**src/rtl/assert_macros.svh**
```systemverilog
// Assertion helpers, clocked on clk and disabled while arst_n is low.
`ifndef ASSERT_MACROS_SVH
`define ASSERT_MACROS_SVH

// Same-cycle implication.
`define DSD_ASSERT_IMP(label, ante, cons) \
	label: assert property (@(posedge clk) disable iff (!arst_n) (ante) |-> (cons)) \
		else $error("assertion failed");

// Next-cycle implication.
`define DSD_ASSERT_NXT(label, ante, cons) \
	label: assert property (@(posedge clk) disable iff (!arst_n) (ante) |=> (cons)) \
		else $error("assertion failed");

`endif

```
**src/rtl/dsd_pkg.sv**
```systemverilog
`timescale 1ns / 1ps
package dsd_pkg;

	localparam logic [7:0] SEQ_TAG    = 8'h30;
	localparam logic [7:0] INT_TAG    = 8'h02;
	localparam logic [7:0] PADDED_LEN = 8'd33;
	localparam logic [7:0] HALF_LEN   = 8'd32;
	localparam logic [8:0] COUNT_MAX  = 9'd511;
	localparam logic [8:0] HEADER_MAX = 9'd257;
	localparam logic [8:0] HEADER_MIN = 9'd8;

	// result status codes
	localparam logic [2:0] ST_OK        = 3'd0;
	localparam logic [2:0] ST_HEADER    = 3'd1;
	localparam logic [2:0] ST_TAG       = 3'd2;
	localparam logic [2:0] ST_LENGTH    = 3'd3;
	localparam logic [2:0] ST_NEGATIVE  = 3'd4;
	localparam logic [2:0] ST_NONMIN    = 3'd5;
	localparam logic [2:0] ST_OVERSIZE  = 3'd6;
	localparam logic [2:0] ST_TRAILING  = 3'd7;

	// one finished message, handed from the parser to the output side
	typedef struct packed {
		logic       bank;
		logic [2:0] status;
		logic [4:0] start_r;
		logic [4:0] start_s;
	} desc_t;

	// byte write into the r||s store: address is {bank, half, word}
	typedef struct packed {
		logic       en;
		logic [3:0] addr;
		logic [2:0] lane;
		logic [7:0] data;
	} mem_wr_t;

	// bank handed back once its last word has been read
	typedef struct packed {
		logic valid;
		logic bank;
	} rel_t;

endpackage

```
**src/rtl/dsd_front.sv**
```systemverilog
`timescale 1ns / 1ps
module dsd_front (
	input  logic             clk,
	input  logic             arst_n,
	input  logic             in_valid,
	output logic             in_ready,
	input  logic [7:0]       der_byte,
	input  logic             last_byte,
	input  dsd_pkg::rel_t    rel,
	output dsd_pkg::mem_wr_t wr,
	output logic             push,
	output dsd_pkg::desc_t   desc
);

	localparam logic [2:0] PH_SEQ_TAG = 3'd0;
	localparam logic [2:0] PH_SEQ_LEN = 3'd1;
	localparam logic [2:0] PH_INT_TAG = 3'd2;
	localparam logic [2:0] PH_INT_LEN = 3'd3;
	localparam logic [2:0] PH_CONTENT = 3'd4;
	localparam logic [2:0] PH_DONE    = 3'd5;

	logic [8:0] byte_count_q, byte_count_d;
	logic       first_ok_q, first_ok_d;
	logic [7:0] decl_len_q, decl_len_d;
	logic [2:0] phase_q, phase_d;
	logic       int_idx_q, int_idx_d;
	logic [7:0] int_len_q, int_len_d;
	logic [7:0] left_q, left_d;
	logic       lz_seen_q, lz_seen_d;
	logic [2:0] err_q, err_d;
	logic [4:0] start_r_q, start_r_d;
	logic [4:0] start_s_q, start_s_d;
	logic       wbank_q;
	logic [1:0] busy_q;
	logic       acc;
	logic       put;
	logic [4:0] wpos;
	logic [4:0] new_start;
	logic       hdr_fail;
	logic [2:0] status;

	assign in_ready = !busy_q[wbank_q];
	assign acc      = in_valid && in_ready;

	assign wpos      = 5'(6'd32 - left_q[5:0]);
	assign new_start = (der_byte == dsd_pkg::PADDED_LEN) ? 5'd0 :
	                   5'(6'd32 - der_byte[5:0]);

	always_comb begin
		first_ok_d = first_ok_q;
		decl_len_d = decl_len_q;
		phase_d    = phase_q;
		int_idx_d  = int_idx_q;
		int_len_d  = int_len_q;
		left_d     = left_q;
		lz_seen_d  = lz_seen_q;
		err_d      = err_q;
		start_r_d  = start_r_q;
		start_s_d  = start_s_q;
		put        = 1'b0;
		if (err_q == dsd_pkg::ST_OK) begin
			case (phase_q)
				PH_SEQ_TAG: begin
					first_ok_d = (der_byte == dsd_pkg::SEQ_TAG);
					phase_d    = PH_SEQ_LEN;
				end
				PH_SEQ_LEN: begin
					decl_len_d = der_byte;
					phase_d    = PH_INT_TAG;
				end
				PH_INT_TAG: begin
					if (byte_count_q > {1'b0, decl_len_q} || der_byte != dsd_pkg::INT_TAG) begin
						err_d = dsd_pkg::ST_TAG;
					end else begin
						phase_d = PH_INT_LEN;
					end
				end
				PH_INT_LEN: begin
					if (der_byte == 8'd0 ||
					    {1'b0, byte_count_q} + {2'b00, der_byte} >
					    {2'b00, decl_len_q} + 10'd1) begin
						err_d = dsd_pkg::ST_LENGTH;
					end else begin
						int_len_d = der_byte;
						left_d    = der_byte;
						lz_seen_d = 1'b0;
						phase_d   = PH_CONTENT;
						if (int_idx_q) begin
							start_s_d = new_start;
						end else begin
							start_r_d = new_start;
						end
					end
				end
				PH_CONTENT: begin
					if (left_q == int_len_q) begin
						// leading byte: sign, padding and size checks
						if (der_byte[7]) begin
							err_d = dsd_pkg::ST_NEGATIVE;
						end else if (der_byte == 8'd0 && int_len_q == dsd_pkg::PADDED_LEN) begin
							lz_seen_d = 1'b1;
						end else if (der_byte == 8'd0 && int_len_q > 8'd1) begin
							err_d = dsd_pkg::ST_NONMIN;
						end else if (int_len_q > dsd_pkg::HALF_LEN) begin
							err_d = dsd_pkg::ST_OVERSIZE;
						end else begin
							put = 1'b1;
						end
					end else if (lz_seen_q && !der_byte[7]) begin
						err_d = dsd_pkg::ST_NONMIN;
					end else begin
						lz_seen_d = 1'b0;
						put       = 1'b1;
					end
					if (err_d == dsd_pkg::ST_OK) begin
						left_d = left_q - 8'd1;
						if (left_q == 8'd1) begin
							if (!int_idx_q) begin
								int_idx_d = 1'b1;
								phase_d   = PH_INT_TAG;
							end else begin
								phase_d = PH_DONE;
							end
						end
					end
				end
				default: begin
					err_d = dsd_pkg::ST_TRAILING;
				end
			endcase
		end
	end

	// bytes beyond a 32-byte window are never stored
	assign wr.en   = acc && put && (left_q <= dsd_pkg::HALF_LEN);
	assign wr.addr = {wbank_q, int_idx_q, wpos[4:3]};
	assign wr.lane = wpos[2:0];
	assign wr.data = der_byte;

	assign byte_count_d = (byte_count_q == dsd_pkg::COUNT_MAX) ? byte_count_q :
	                      byte_count_q + 9'd1;

	assign hdr_fail = byte_count_d < dsd_pkg::HEADER_MIN || byte_count_d > dsd_pkg::HEADER_MAX ||
	                  !first_ok_d || {1'b0, decl_len_d} != byte_count_d - 9'd2;

	always_comb begin
		if (hdr_fail) begin
			status = dsd_pkg::ST_HEADER;
		end else if (err_d != dsd_pkg::ST_OK) begin
			status = err_d;
		end else if (phase_d == PH_DONE) begin
			status = dsd_pkg::ST_OK;
		end else if (phase_d == PH_CONTENT) begin
			status = dsd_pkg::ST_LENGTH;
		end else begin
			status = dsd_pkg::ST_TAG;
		end
	end

	assign push         = acc && last_byte;
	assign desc.bank    = wbank_q;
	assign desc.status  = status;
	assign desc.start_r = start_r_d;
	assign desc.start_s = start_s_d;

	always_ff @(posedge clk or negedge arst_n) begin
		if (!arst_n) begin
			byte_count_q <= '0;
			first_ok_q   <= 1'b0;
			decl_len_q   <= '0;
			phase_q      <= PH_SEQ_TAG;
			int_idx_q    <= 1'b0;
			int_len_q    <= '0;
			left_q       <= '0;
			lz_seen_q    <= 1'b0;
			err_q        <= dsd_pkg::ST_OK;
			start_r_q    <= '0;
			start_s_q    <= '0;
			wbank_q      <= 1'b0;
		end else if (acc) begin
			if (last_byte) begin
				byte_count_q <= '0;
				first_ok_q   <= 1'b0;
				decl_len_q   <= '0;
				phase_q      <= PH_SEQ_TAG;
				int_idx_q    <= 1'b0;
				int_len_q    <= '0;
				left_q       <= '0;
				lz_seen_q    <= 1'b0;
				err_q        <= dsd_pkg::ST_OK;
				start_r_q    <= '0;
				start_s_q    <= '0;
				wbank_q      <= !wbank_q;
			end else begin
				byte_count_q <= byte_count_d;
				first_ok_q   <= first_ok_d;
				decl_len_q   <= decl_len_d;
				phase_q      <= phase_d;
				int_idx_q    <= int_idx_d;
				int_len_q    <= int_len_d;
				left_q       <= left_d;
				lz_seen_q    <= lz_seen_d;
				err_q        <= err_d;
				start_r_q    <= start_r_d;
				start_s_q    <= start_s_d;
			end
		end
	end

	// hold a bank from message end until its last word is read out
	always_ff @(posedge clk or negedge arst_n) begin
		if (!arst_n) begin
			busy_q <= '0;
		end else begin
			for (int i = 0; i < 2; i++) begin
				if (push && wbank_q == 1'(i)) begin
					busy_q[i] <= 1'b1;
				end else if (rel.valid && rel.bank == 1'(i)) begin
					busy_q[i] <= 1'b0;
				end
			end
		end
	end

endmodule

```
**src/rtl/dsd_queue.sv**
```systemverilog
`timescale 1ns / 1ps
module dsd_queue (
	input  logic           clk,
	input  logic           arst_n,
	input  logic           push,
	input  dsd_pkg::desc_t push_desc,
	input  logic           pop,
	output logic           head_valid,
	output dsd_pkg::desc_t head_desc,
	output logic           full
);

	dsd_pkg::desc_t entry_q [2];
	logic           wr_ptr_q;
	logic           rd_ptr_q;
	logic [1:0]     count_q;

	assign head_valid = (count_q != 2'd0);
	assign full       = (count_q == 2'd2);
	assign head_desc  = entry_q[rd_ptr_q];

	always_ff @(posedge clk) begin
		if (push) begin
			entry_q[wr_ptr_q] <= push_desc;
		end
	end

	always_ff @(posedge clk or negedge arst_n) begin
		if (!arst_n) begin
			wr_ptr_q <= 1'b0;
			rd_ptr_q <= 1'b0;
			count_q  <= '0;
		end else begin
			if (push) begin
				wr_ptr_q <= !wr_ptr_q;
			end
			if (pop) begin
				rd_ptr_q <= !rd_ptr_q;
			end
			case ({push, pop})
				2'b10:   count_q <= count_q + 2'd1;
				2'b01:   count_q <= count_q - 2'd1;
				default: count_q <= count_q;
			endcase
		end
	end

endmodule

```
**src/rtl/dsd_back.sv**
```systemverilog
`timescale 1ns / 1ps
module dsd_back (
	input  logic             clk,
	input  logic             arst_n,
	input  dsd_pkg::mem_wr_t wr,
	input  logic             head_valid,
	input  dsd_pkg::desc_t   head_desc,
	output logic             pop,
	output dsd_pkg::rel_t    rel,
	output logic             out_valid,
	input  logic             out_ready,
	output logic [2:0]       word_index,
	output logic [63:0]      raw_word,
	output logic [2:0]       status,
	output logic             last_result
);

	logic [63:0]    mem_q [16];
	logic [63:0]    rdata_q;
	logic [2:0]     word_q;
	logic           issue;
	logic           last_item;
	logic           valid_s1;
	logic [2:0]     word_s1;
	dsd_pkg::desc_t desc_s1;
	logic           last_s1;
	logic           move_s1;
	logic [63:0]    masked;
	logic [4:0]     start;
	logic           out_valid_q;
	logic [2:0]     word_index_q;
	logic [63:0]    raw_word_q;
	logic [2:0]     status_q;
	logic           last_result_q;

	// two banks of eight 64-bit words, byte-lane writes
	always_ff @(posedge clk) begin
		if (wr.en) begin
			mem_q[wr.addr][{~wr.lane, 3'b000} +: 8] <= wr.data;
		end
		if (issue) begin
			rdata_q <= mem_q[{head_desc.bank, word_q}];
		end
	end

	assign move_s1   = valid_s1 && (!out_valid_q || out_ready);
	assign issue     = head_valid && (!valid_s1 || move_s1);
	assign last_item = (head_desc.status != dsd_pkg::ST_OK) || (word_q == 3'd7);
	assign pop       = issue && last_item;
	assign rel.valid = pop;
	assign rel.bank  = head_desc.bank;

	always_ff @(posedge clk or negedge arst_n) begin
		if (!arst_n) begin
			word_q   <= '0;
			valid_s1 <= 1'b0;
		end else begin
			if (issue) begin
				word_q <= last_item ? 3'd0 : word_q + 3'd1;
			end
			valid_s1 <= issue || (valid_s1 && !move_s1);
		end
	end

	always_ff @(posedge clk) begin
		if (issue) begin
			word_s1 <= word_q;
			desc_s1 <= head_desc;
			last_s1 <= last_item;
		end
	end

	// bytes ahead of an integer's first stored byte were never written: read as zero
	assign start = word_s1[2] ? desc_s1.start_s : desc_s1.start_r;

	always_comb begin
		for (int i = 0; i < 8; i++) begin
			if (desc_s1.status == dsd_pkg::ST_OK && {word_s1[1:0], 3'(i)} >= start) begin
				masked[63 - 8 * i -: 8] = rdata_q[63 - 8 * i -: 8];
			end else begin
				masked[63 - 8 * i -: 8] = 8'd0;
			end
		end
	end

	always_ff @(posedge clk or negedge arst_n) begin
		if (!arst_n) begin
			out_valid_q <= 1'b0;
		end else if (move_s1) begin
			out_valid_q <= 1'b1;
		end else if (out_ready) begin
			out_valid_q <= 1'b0;
		end
	end

	always_ff @(posedge clk) begin
		if (move_s1) begin
			word_index_q  <= (desc_s1.status == dsd_pkg::ST_OK) ? word_s1 : 3'd0;
			raw_word_q    <= masked;
			status_q      <= desc_s1.status;
			last_result_q <= last_s1;
		end
	end

	assign out_valid   = out_valid_q;
	assign word_index  = word_index_q;
	assign raw_word    = raw_word_q;
	assign status      = status_q;
	assign last_result = last_result_q;

endmodule

```
**src/rtl/der_signature_decoder.sv**
```systemverilog
`timescale 1ns / 1ps
// Throughput: one DER byte per cycle in, one 64-bit result per cycle out.
// Results go from the queue through the read and output registers;
// an ok message then gives 8 words on consecutive cycles while out_ready is high.
// Input stalls only while both store banks wait for the output side to read them.
// Reset: arst_n asynchronous, active low; clears parser, queue and output valid.
`include "assert_macros.svh"
module der_signature_decoder (
	input  logic        clk,
	input  logic        arst_n,
	input  logic        in_valid,
	output logic        in_ready,
	input  logic [7:0]  der_byte,
	input  logic        last_byte,
	output logic        out_valid,
	input  logic        out_ready,
	output logic [2:0]  word_index,
	output logic [63:0] raw_word,
	output logic [2:0]  status,
	output logic        last_result
);

	// Front: parse one byte per transaction, write integer bytes into the
	// current bank and push a descriptor when the final byte arrives.
	dsd_pkg::mem_wr_t wr;
	dsd_pkg::rel_t    rel;
	dsd_pkg::desc_t   push_desc;
	dsd_pkg::desc_t   head_desc;
	logic             push;
	logic             pop;
	logic             head_valid;
	logic             q_full;

	dsd_front u_front (
		.clk       (clk),
		.arst_n    (arst_n),
		.in_valid  (in_valid),
		.in_ready  (in_ready),
		.der_byte  (der_byte),
		.last_byte (last_byte),
		.rel       (rel),
		.wr        (wr),
		.push      (push),
		.desc      (push_desc)
	);

	// Two-entry descriptor queue: one per store bank, so it cannot overflow.
	dsd_queue u_queue (
		.clk        (clk),
		.arst_n     (arst_n),
		.push       (push),
		.push_desc  (push_desc),
		.pop        (pop),
		.head_valid (head_valid),
		.head_desc  (head_desc),
		.full       (q_full)
	);

	// Back: read one bank word per cycle unless stalled, mask never-written
	// leading bytes, drive the output register; release the bank on its last read.
	dsd_back u_back (
		.clk         (clk),
		.arst_n      (arst_n),
		.wr          (wr),
		.head_valid  (head_valid),
		.head_desc   (head_desc),
		.pop         (pop),
		.rel         (rel),
		.out_valid   (out_valid),
		.out_ready   (out_ready),
		.word_index  (word_index),
		.raw_word    (raw_word),
		.status      (status),
		.last_result (last_result)
	);

	// A message end never finds both banks' descriptors still queued.
	`DSD_ASSERT_IMP(a_push_not_full, push, !q_full)
	// A pushed descriptor is visible at the queue head next cycle.
	`DSD_ASSERT_NXT(a_push_visible, push, head_valid)
	// Error results are a single zero word.
	`DSD_ASSERT_IMP(a_err_shape, out_valid && status != dsd_pkg::ST_OK,
		raw_word == 64'd0 && last_result && word_index == 3'd0)
	// An ok message ends on word seven.
	`DSD_ASSERT_IMP(a_ok_last, out_valid && status == dsd_pkg::ST_OK && last_result,
		word_index == 3'd7)

endmodule

```
**config.mk**
```make
export PLATFORM = sky130hd
export DESIGN_NAME = der_signature_decoder
export DESIGN_NICKNAME = d
export VERILOG_FILES = /design/src/rtl/dsd_pkg.sv /design/src/rtl/dsd_front.sv /design/src/rtl/dsd_queue.sv /design/src/rtl/dsd_back.sv /design/src/rtl/der_signature_decoder.sv
export VERILOG_INCLUDE_DIRS = /design/src /design/src/rtl
export SDC_FILE = /design/constraint.sdc
export NUM_CORES = 1
export LEC_CHECK = 0
export BUFFER_PORTS_ARGS = -buffer_cell sky130_fd_sc_hd__buf_2
export CORE_MARGIN = 4
export CORE_UTILIZATION = 60
export DETAILED_ROUTE_END_ITERATION = 6
export PLACE_DENSITY_LB_ADDON = 0.05
export RECOVER_POWER = 100
export SYNTH_ARGS = -nofsm -noshare
export SYNTH_HDL_FRONTEND = slang
export SYNTH_SLANG_ARGS = --single-unit
```
**constraint.sdc**
```tcl
create_clock -name clk -period 8.75 [get_ports clk]
set_input_delay 0.875 -clock clk [delete_from_list [all_inputs] [get_ports clk]]
set_output_delay 0.875 -clock clk [all_outputs]
set_load 0.02 [all_outputs]
```
Yosys cells after proc, flatten, opt, wreduce, memory -nomap -nowiden
Memory sizes are Yosys's and may differ from the RTL's. A register that Yosys moved wholly into a read port is not among the register bits.
Index checks and enable logic that the tools add are counted.
Widths: inputs -> output; s select.
{ "word_totals": {"reg_bits": 152, "ramBits": 1052, "input_bits": 13, "out_inout_bits": 73, "wordCells": 246, "n_memories": 2} }
{ "classes": {"addsub": 11, "n_lt_le_gt_ge": 16, "eq_ne": 23, "n_shift": 2, "n_mux": 88, "bitwise_logic": 3, "n_reduce_logical": 65} }
{ "memory_table": {"columns": ["name", "words", "width", "read_ports", "rd_ports_with_merged_regs", "wr", "line_no", "text"], "rows": [
  ["u_back.mem_q", 16, 64, 1, 1, 1, "dsd_back.sv:18", "logic [63:0] mem_q [16];"],
  ["u_queue.entry_q", 2, 14, 1, 0, 1, "dsd_queue.sv:13", "dsd_pkg::desc_t entry_q [2];"]
]} }
{ "ops": {"columns": ["op", "count"], "rows": [
  ["$mux 8", 10],
  ["$mux 3", 23],
  ["$mux 64", 1],
  ["$shift 8x8->64 const A", 1],
  ["$shiftx 8x8->64", 1],
  ["$mux 5", 12],
  ["$ge 5x5->1", 8],
  ["$mux 1", 35],
  ["$eq 8x6->1 const B", 3],
  ["$logic_and 1x1->1", 23],
  ["$reduce_bool 2->1", 10],
  ["$mux 9", 2],
  ["$pmux 8 s2", 1],
  ["$pmux 3 s5", 1],
  ["$eq 3x3->1 const B", 4],
  ["$logic_not 3->1", 4],
  ["$pmux 3 s4", 1],
  ["$add 9x8->10", 1],
  ["$gt 10x10->1", 1],
  ["$reduce_and 5->1", 2],
  ["$sub 1x5->5 const A", 2],
  ["$add 8x1->9 const B", 1],
  ["$add 9x1->9 const B", 1],
  ["$eq 9x9->1 const B", 1],
  ["other kinds (38)", 59]
]} }

Depth between registers and ports, before layout
{ "depth": {"ltp_word": 17, "ltp_mapped": 17, "depth_no_buf": 16} }

Cells and area by module
Synthesis repeated with hierarchy kept, for this count alone.
{ "unflattened": {"cells_unflattened": 2737, "hier_area_um2": 51061.5} }
{ "modules_own_cells": {"columns": ["module", "n_inst", "cells_per_inst", "area_per_inst_um2", "seq_area_each_um2"], "rows": [
  ["dsd_back", 1, 2113, 44886.8, 35439.0],
  ["dsd_front", 1, 564, 4924.7, 1376.3],
  ["dsd_queue", 1, 60, 1249.9, 940.9]
]} }

Worst setup path before layout
Ideal clock, no wire load.
{ "synth_timing": {"path_type": "input port to flip-flop", "startpoint": "input der_byte[0]", "endpoint": "memory u_queue.entry_q[0][11] (netlist name), data pin", "setup_time_ps": 259, "arrival_time_ps": 4247, "t_required_ps": 8491, "setup_slack_ps": 4244, "path_stages": 15, "path_buffers": 0, "path_cell_list": "ha_1 fa_1 a21o_1 a21oi_1 o21bai_1 a21oi_1 o21bai_1 a21oi_1 xnor2_1 ha_1 a221oi_1 o21ai_0 a31o_2 a211o_1 o211a_1"} }
{ "synth_rtl": {"columns": ["item", "line_no", "text"], "rows": [
  ["start, declared", "der_signature_decoder.sv:13", "input logic [7:0] der_byte,"],
  ["end, declared", "dsd_queue.sv:13", null]
]} }

==> impl_results.md <==
- Clock Sinks: 1268
- Total congestion overflow: 0
- CTS tree: yes
- Unique masters post-synth: 75
- Layout Skew: 0.0243 ns
- Initial Utilization: 60.7%
- DRC: 2
- # rows: 106
- Setup CP Type: reg2reg
- Antenna-violating nets left: 0
- Syn_area_per_cell: 19.6 sq um
- Worst Hold Slack: 0.421 ns
- Cell Area, Placed: 52600 sq um
- Final Max Tran Viols: 471
- Largest net degree at the start of global routing: 97
- # setup viols final: 0
- Cts bufs inserted: 130
- Final hold vios: 0
- Peak supply drop: 0.190 mV
- Root Buffer Master: clkbuf_16
- DIE AREA: 89600 sq um
- Initial DRT Pass Iterations: 7
- Synth-to-Final Area Change: 10.7%
- Slowest stage delay, CP: 2.48 ns
- Synth warn: 0
- PwrDens: 273 nW/um^2
- Synth Net Count: 2659
- Worst setup EP type: register
- Asr flop ratio synth: 5.05%
- HPWL after DPL: 70200 microns
- Seq/Total Area, Yosys: 74.1%
- DRT Wirelength: 110000 microns
- Dominant synthesized flop cell: edfxtp_1
- Final instance area: 56400 sq um
- Cts hold-fix bufs: 0
- Max Fclk: 161 MHz
- Synth top area cells: edfxtp_1 (71%), mux4_2 (14%), dfrtp_1 (3.1%)
- Core Footprint: 84000 sq um
- Worst-Skew Late Latency: 0.72 ns
- Count of flip-flops with a built-in enable after synthesis: 1204
- Post-Synthesis Cells: 2602
- Maximum fanout along the worst path: 68
- Vias: 25000
- TNS Setup: 0 ns
- Leak Pwr: 0.0182 uW
- CP startpoint kind: register
- Minimum clock period: 6.23 ns
- Number of H-tree levels: 4
- Type of the tightest min-delay check: reg2reg
- Post-CTS Setup Bufs: 0
- Global-route wire length before repair: 166000 microns
- Max Cap Violations: 11
- Area fraction of the dominant cell type after synthesis: 71.0%
- Share of cells above drive strength 1: 19.2%
- #FFs+latches synth: 1268
- # nets final: 2779
- Critical Path RT: 9.19 ns
- Post-synthesis cell area: 50900 sq um
- Initial antenna violation count: 1
- DR WL/cell: 27.8 microns
- Crit share post-route: 71.2%
- Count leader, synth: edfxtp_1
- Vias in the first global route: 25600
- Yosys top cell by area: edfxtp_1
- Fillers: 5485
- Violated checks: design-rule violations, max-capacitance violations, max-slew violations
- Vias per inst: 6.32
- Critical-path cell list: buf_4 -> clkbuf_2 -> mux4_2 -> mux4_2
- Run status: finished with violations
- Critical Path AT: 6.66 ns
- RSZ-0062 raised after global routing: no
- Clock transition at the registers of the reported paths: 0.06 ns
- # resized after CTS: 0
- Reg2reg path depth: 4
- Worst Max-Slew Pin Slew: 4.77 ns
- Initial DRC Count: 2536
- Total GRT Usage: 25.1%
- I/O pin cnt: 86
- Cell repeated most along the worst path: mux4_2
- PortBufs: 85
- Relative slew slack: -218%
- Placer Congestion: 0.858
- Worst Hold Depth: 0
- Fin util: 67.1%
- CTS Buffer Depth: 3
- Die Y: 299 microns
- Post-synth top cells: edfxtp_1 (1204), mux4_2 (320), nor2_1 (184)
- Slowest CP cell: dfrtp_1
- Die width: 299 microns
where the power goes:
group	internal, uW	switching [uW]
clock	2990	2240
sequential	7470	218
combinational	680	1780
total	11100	4230
sequential cells by signal, summed over array words and instances, names as in the netlist, 2 cells and up:
register / cells
u_back.mem_q: 1024
u_back.raw_word: 64
u_back.rdata_q: 64
u_queue.entry_q: 28
u_back.desc_s1: 13
u_front.byte_count_q: 9
u_front.decl_len_q: 8
u_front.int_len_q: 8
u_front.left_q: 8
u_front.start_r_q: 5
u_front.start_s_q: 5
u_back.status: 3
u_back.word_index: 3
u_back.word_q: 3
u_back.word_s1: 3
u_front.err_q: 3
u_front.phase_q: 3
u_front.busy_q: 2
u_queue.count_q: 2
final cells by class:
type | instances | area [sq um] | share of cell area [%]
Clock inverter | 65 | 538 | 0.955
Inverter | 31 | 118 | 0.209
Clock buffer | 160 | 3460 | 6.14
Timing Repair Buffer | 113 | 495 | 0.879
Tap cell | 1134 | 1420 | 2.52
Multi-Input combinational cell | 1178 | 12600 | 22.3
Antenna cell | 1 | 2.50 | 0.00444
Sequential cell | 1268 | 37800 | 67.0
path summary, 6_finish.rpt:
kind,startpoint,end,slack [ns]
setup / recovery,u_back.word_q[1],u_back.rdata_q[17],2.52
hold / removal,u_back.last_s1,u_back.last_result,0.42
setup reg to reg,u_back.word_q[1],u_back.rdata_q[17],2.52
hold reg to reg,u_back.last_s1,u_back.last_result,0.42
max in group asynchronous,arst_n,u_back.word_q[0],5.07
min in group asynchronous,arst_n,u_front.decl_len_q[2],1.55
critical path, delay by kind of cell, from the launching register on:
kind	cells	cell delay [ns]
flip-flops	1	2.48
buffers and inverters	2	2.39
multiplexers	2	0.98
stage by stage:
step	total power [uW]	cells	setup WS [ns]
6_report	15400	3950	2.52
5_1_grt	16000	3949	2.25
4_1_cts	15500	3949	3.84
3_5_place_dp	10300	3724	3.20
3_3_place_gp	10200	3724	3.31
2_1_floorplan	9300	2602	4.24
logic make-up (layout without fill, tap and decap cells):
kind of cell,Yosys count,after routing,synth area share [%]
AO/OA/AOI/OAI,199,199,2.61
buffers and inverters,156,369,1.19
adder cells (fa/ha/maj),44,44,1.10
AND/OR/NAND/NOR,534,534,5.25
XOR/XNOR,43,43,0.740
other,0,1,0
multiplexers,358,358,15.0
flip-flops,1268,1268,74.1
metal layers:
layer	vias to the layer above	GRT usage, %	wire length (microns)
li1	10800	-	-
met1	13000	34.9	44400
met2	901	41.3	54800
met3	218	4.56	7370
met4	4	7.87	3020
met5	-	0.541	96
layout by cell type (no fill, tap or decap), types with 16 or more instances in the layout:
master     count
nor2_1       184
nand2_1       84
mux4_2       320
clkinv_2      16
clkbuf_16    134
nand3_1       26
clkbuf_1     117
clkinv_1      28
dfrtp_1       64
a21oi_1       43
xnor2_1       34
nor2b_1       36
o21ai_0       48
and2_0        95
mux2i_1       18
ha_1          43
edfxtp_1    1204
nor3_1        25
inv_1         30
Power figures use the tool's default switching activity.
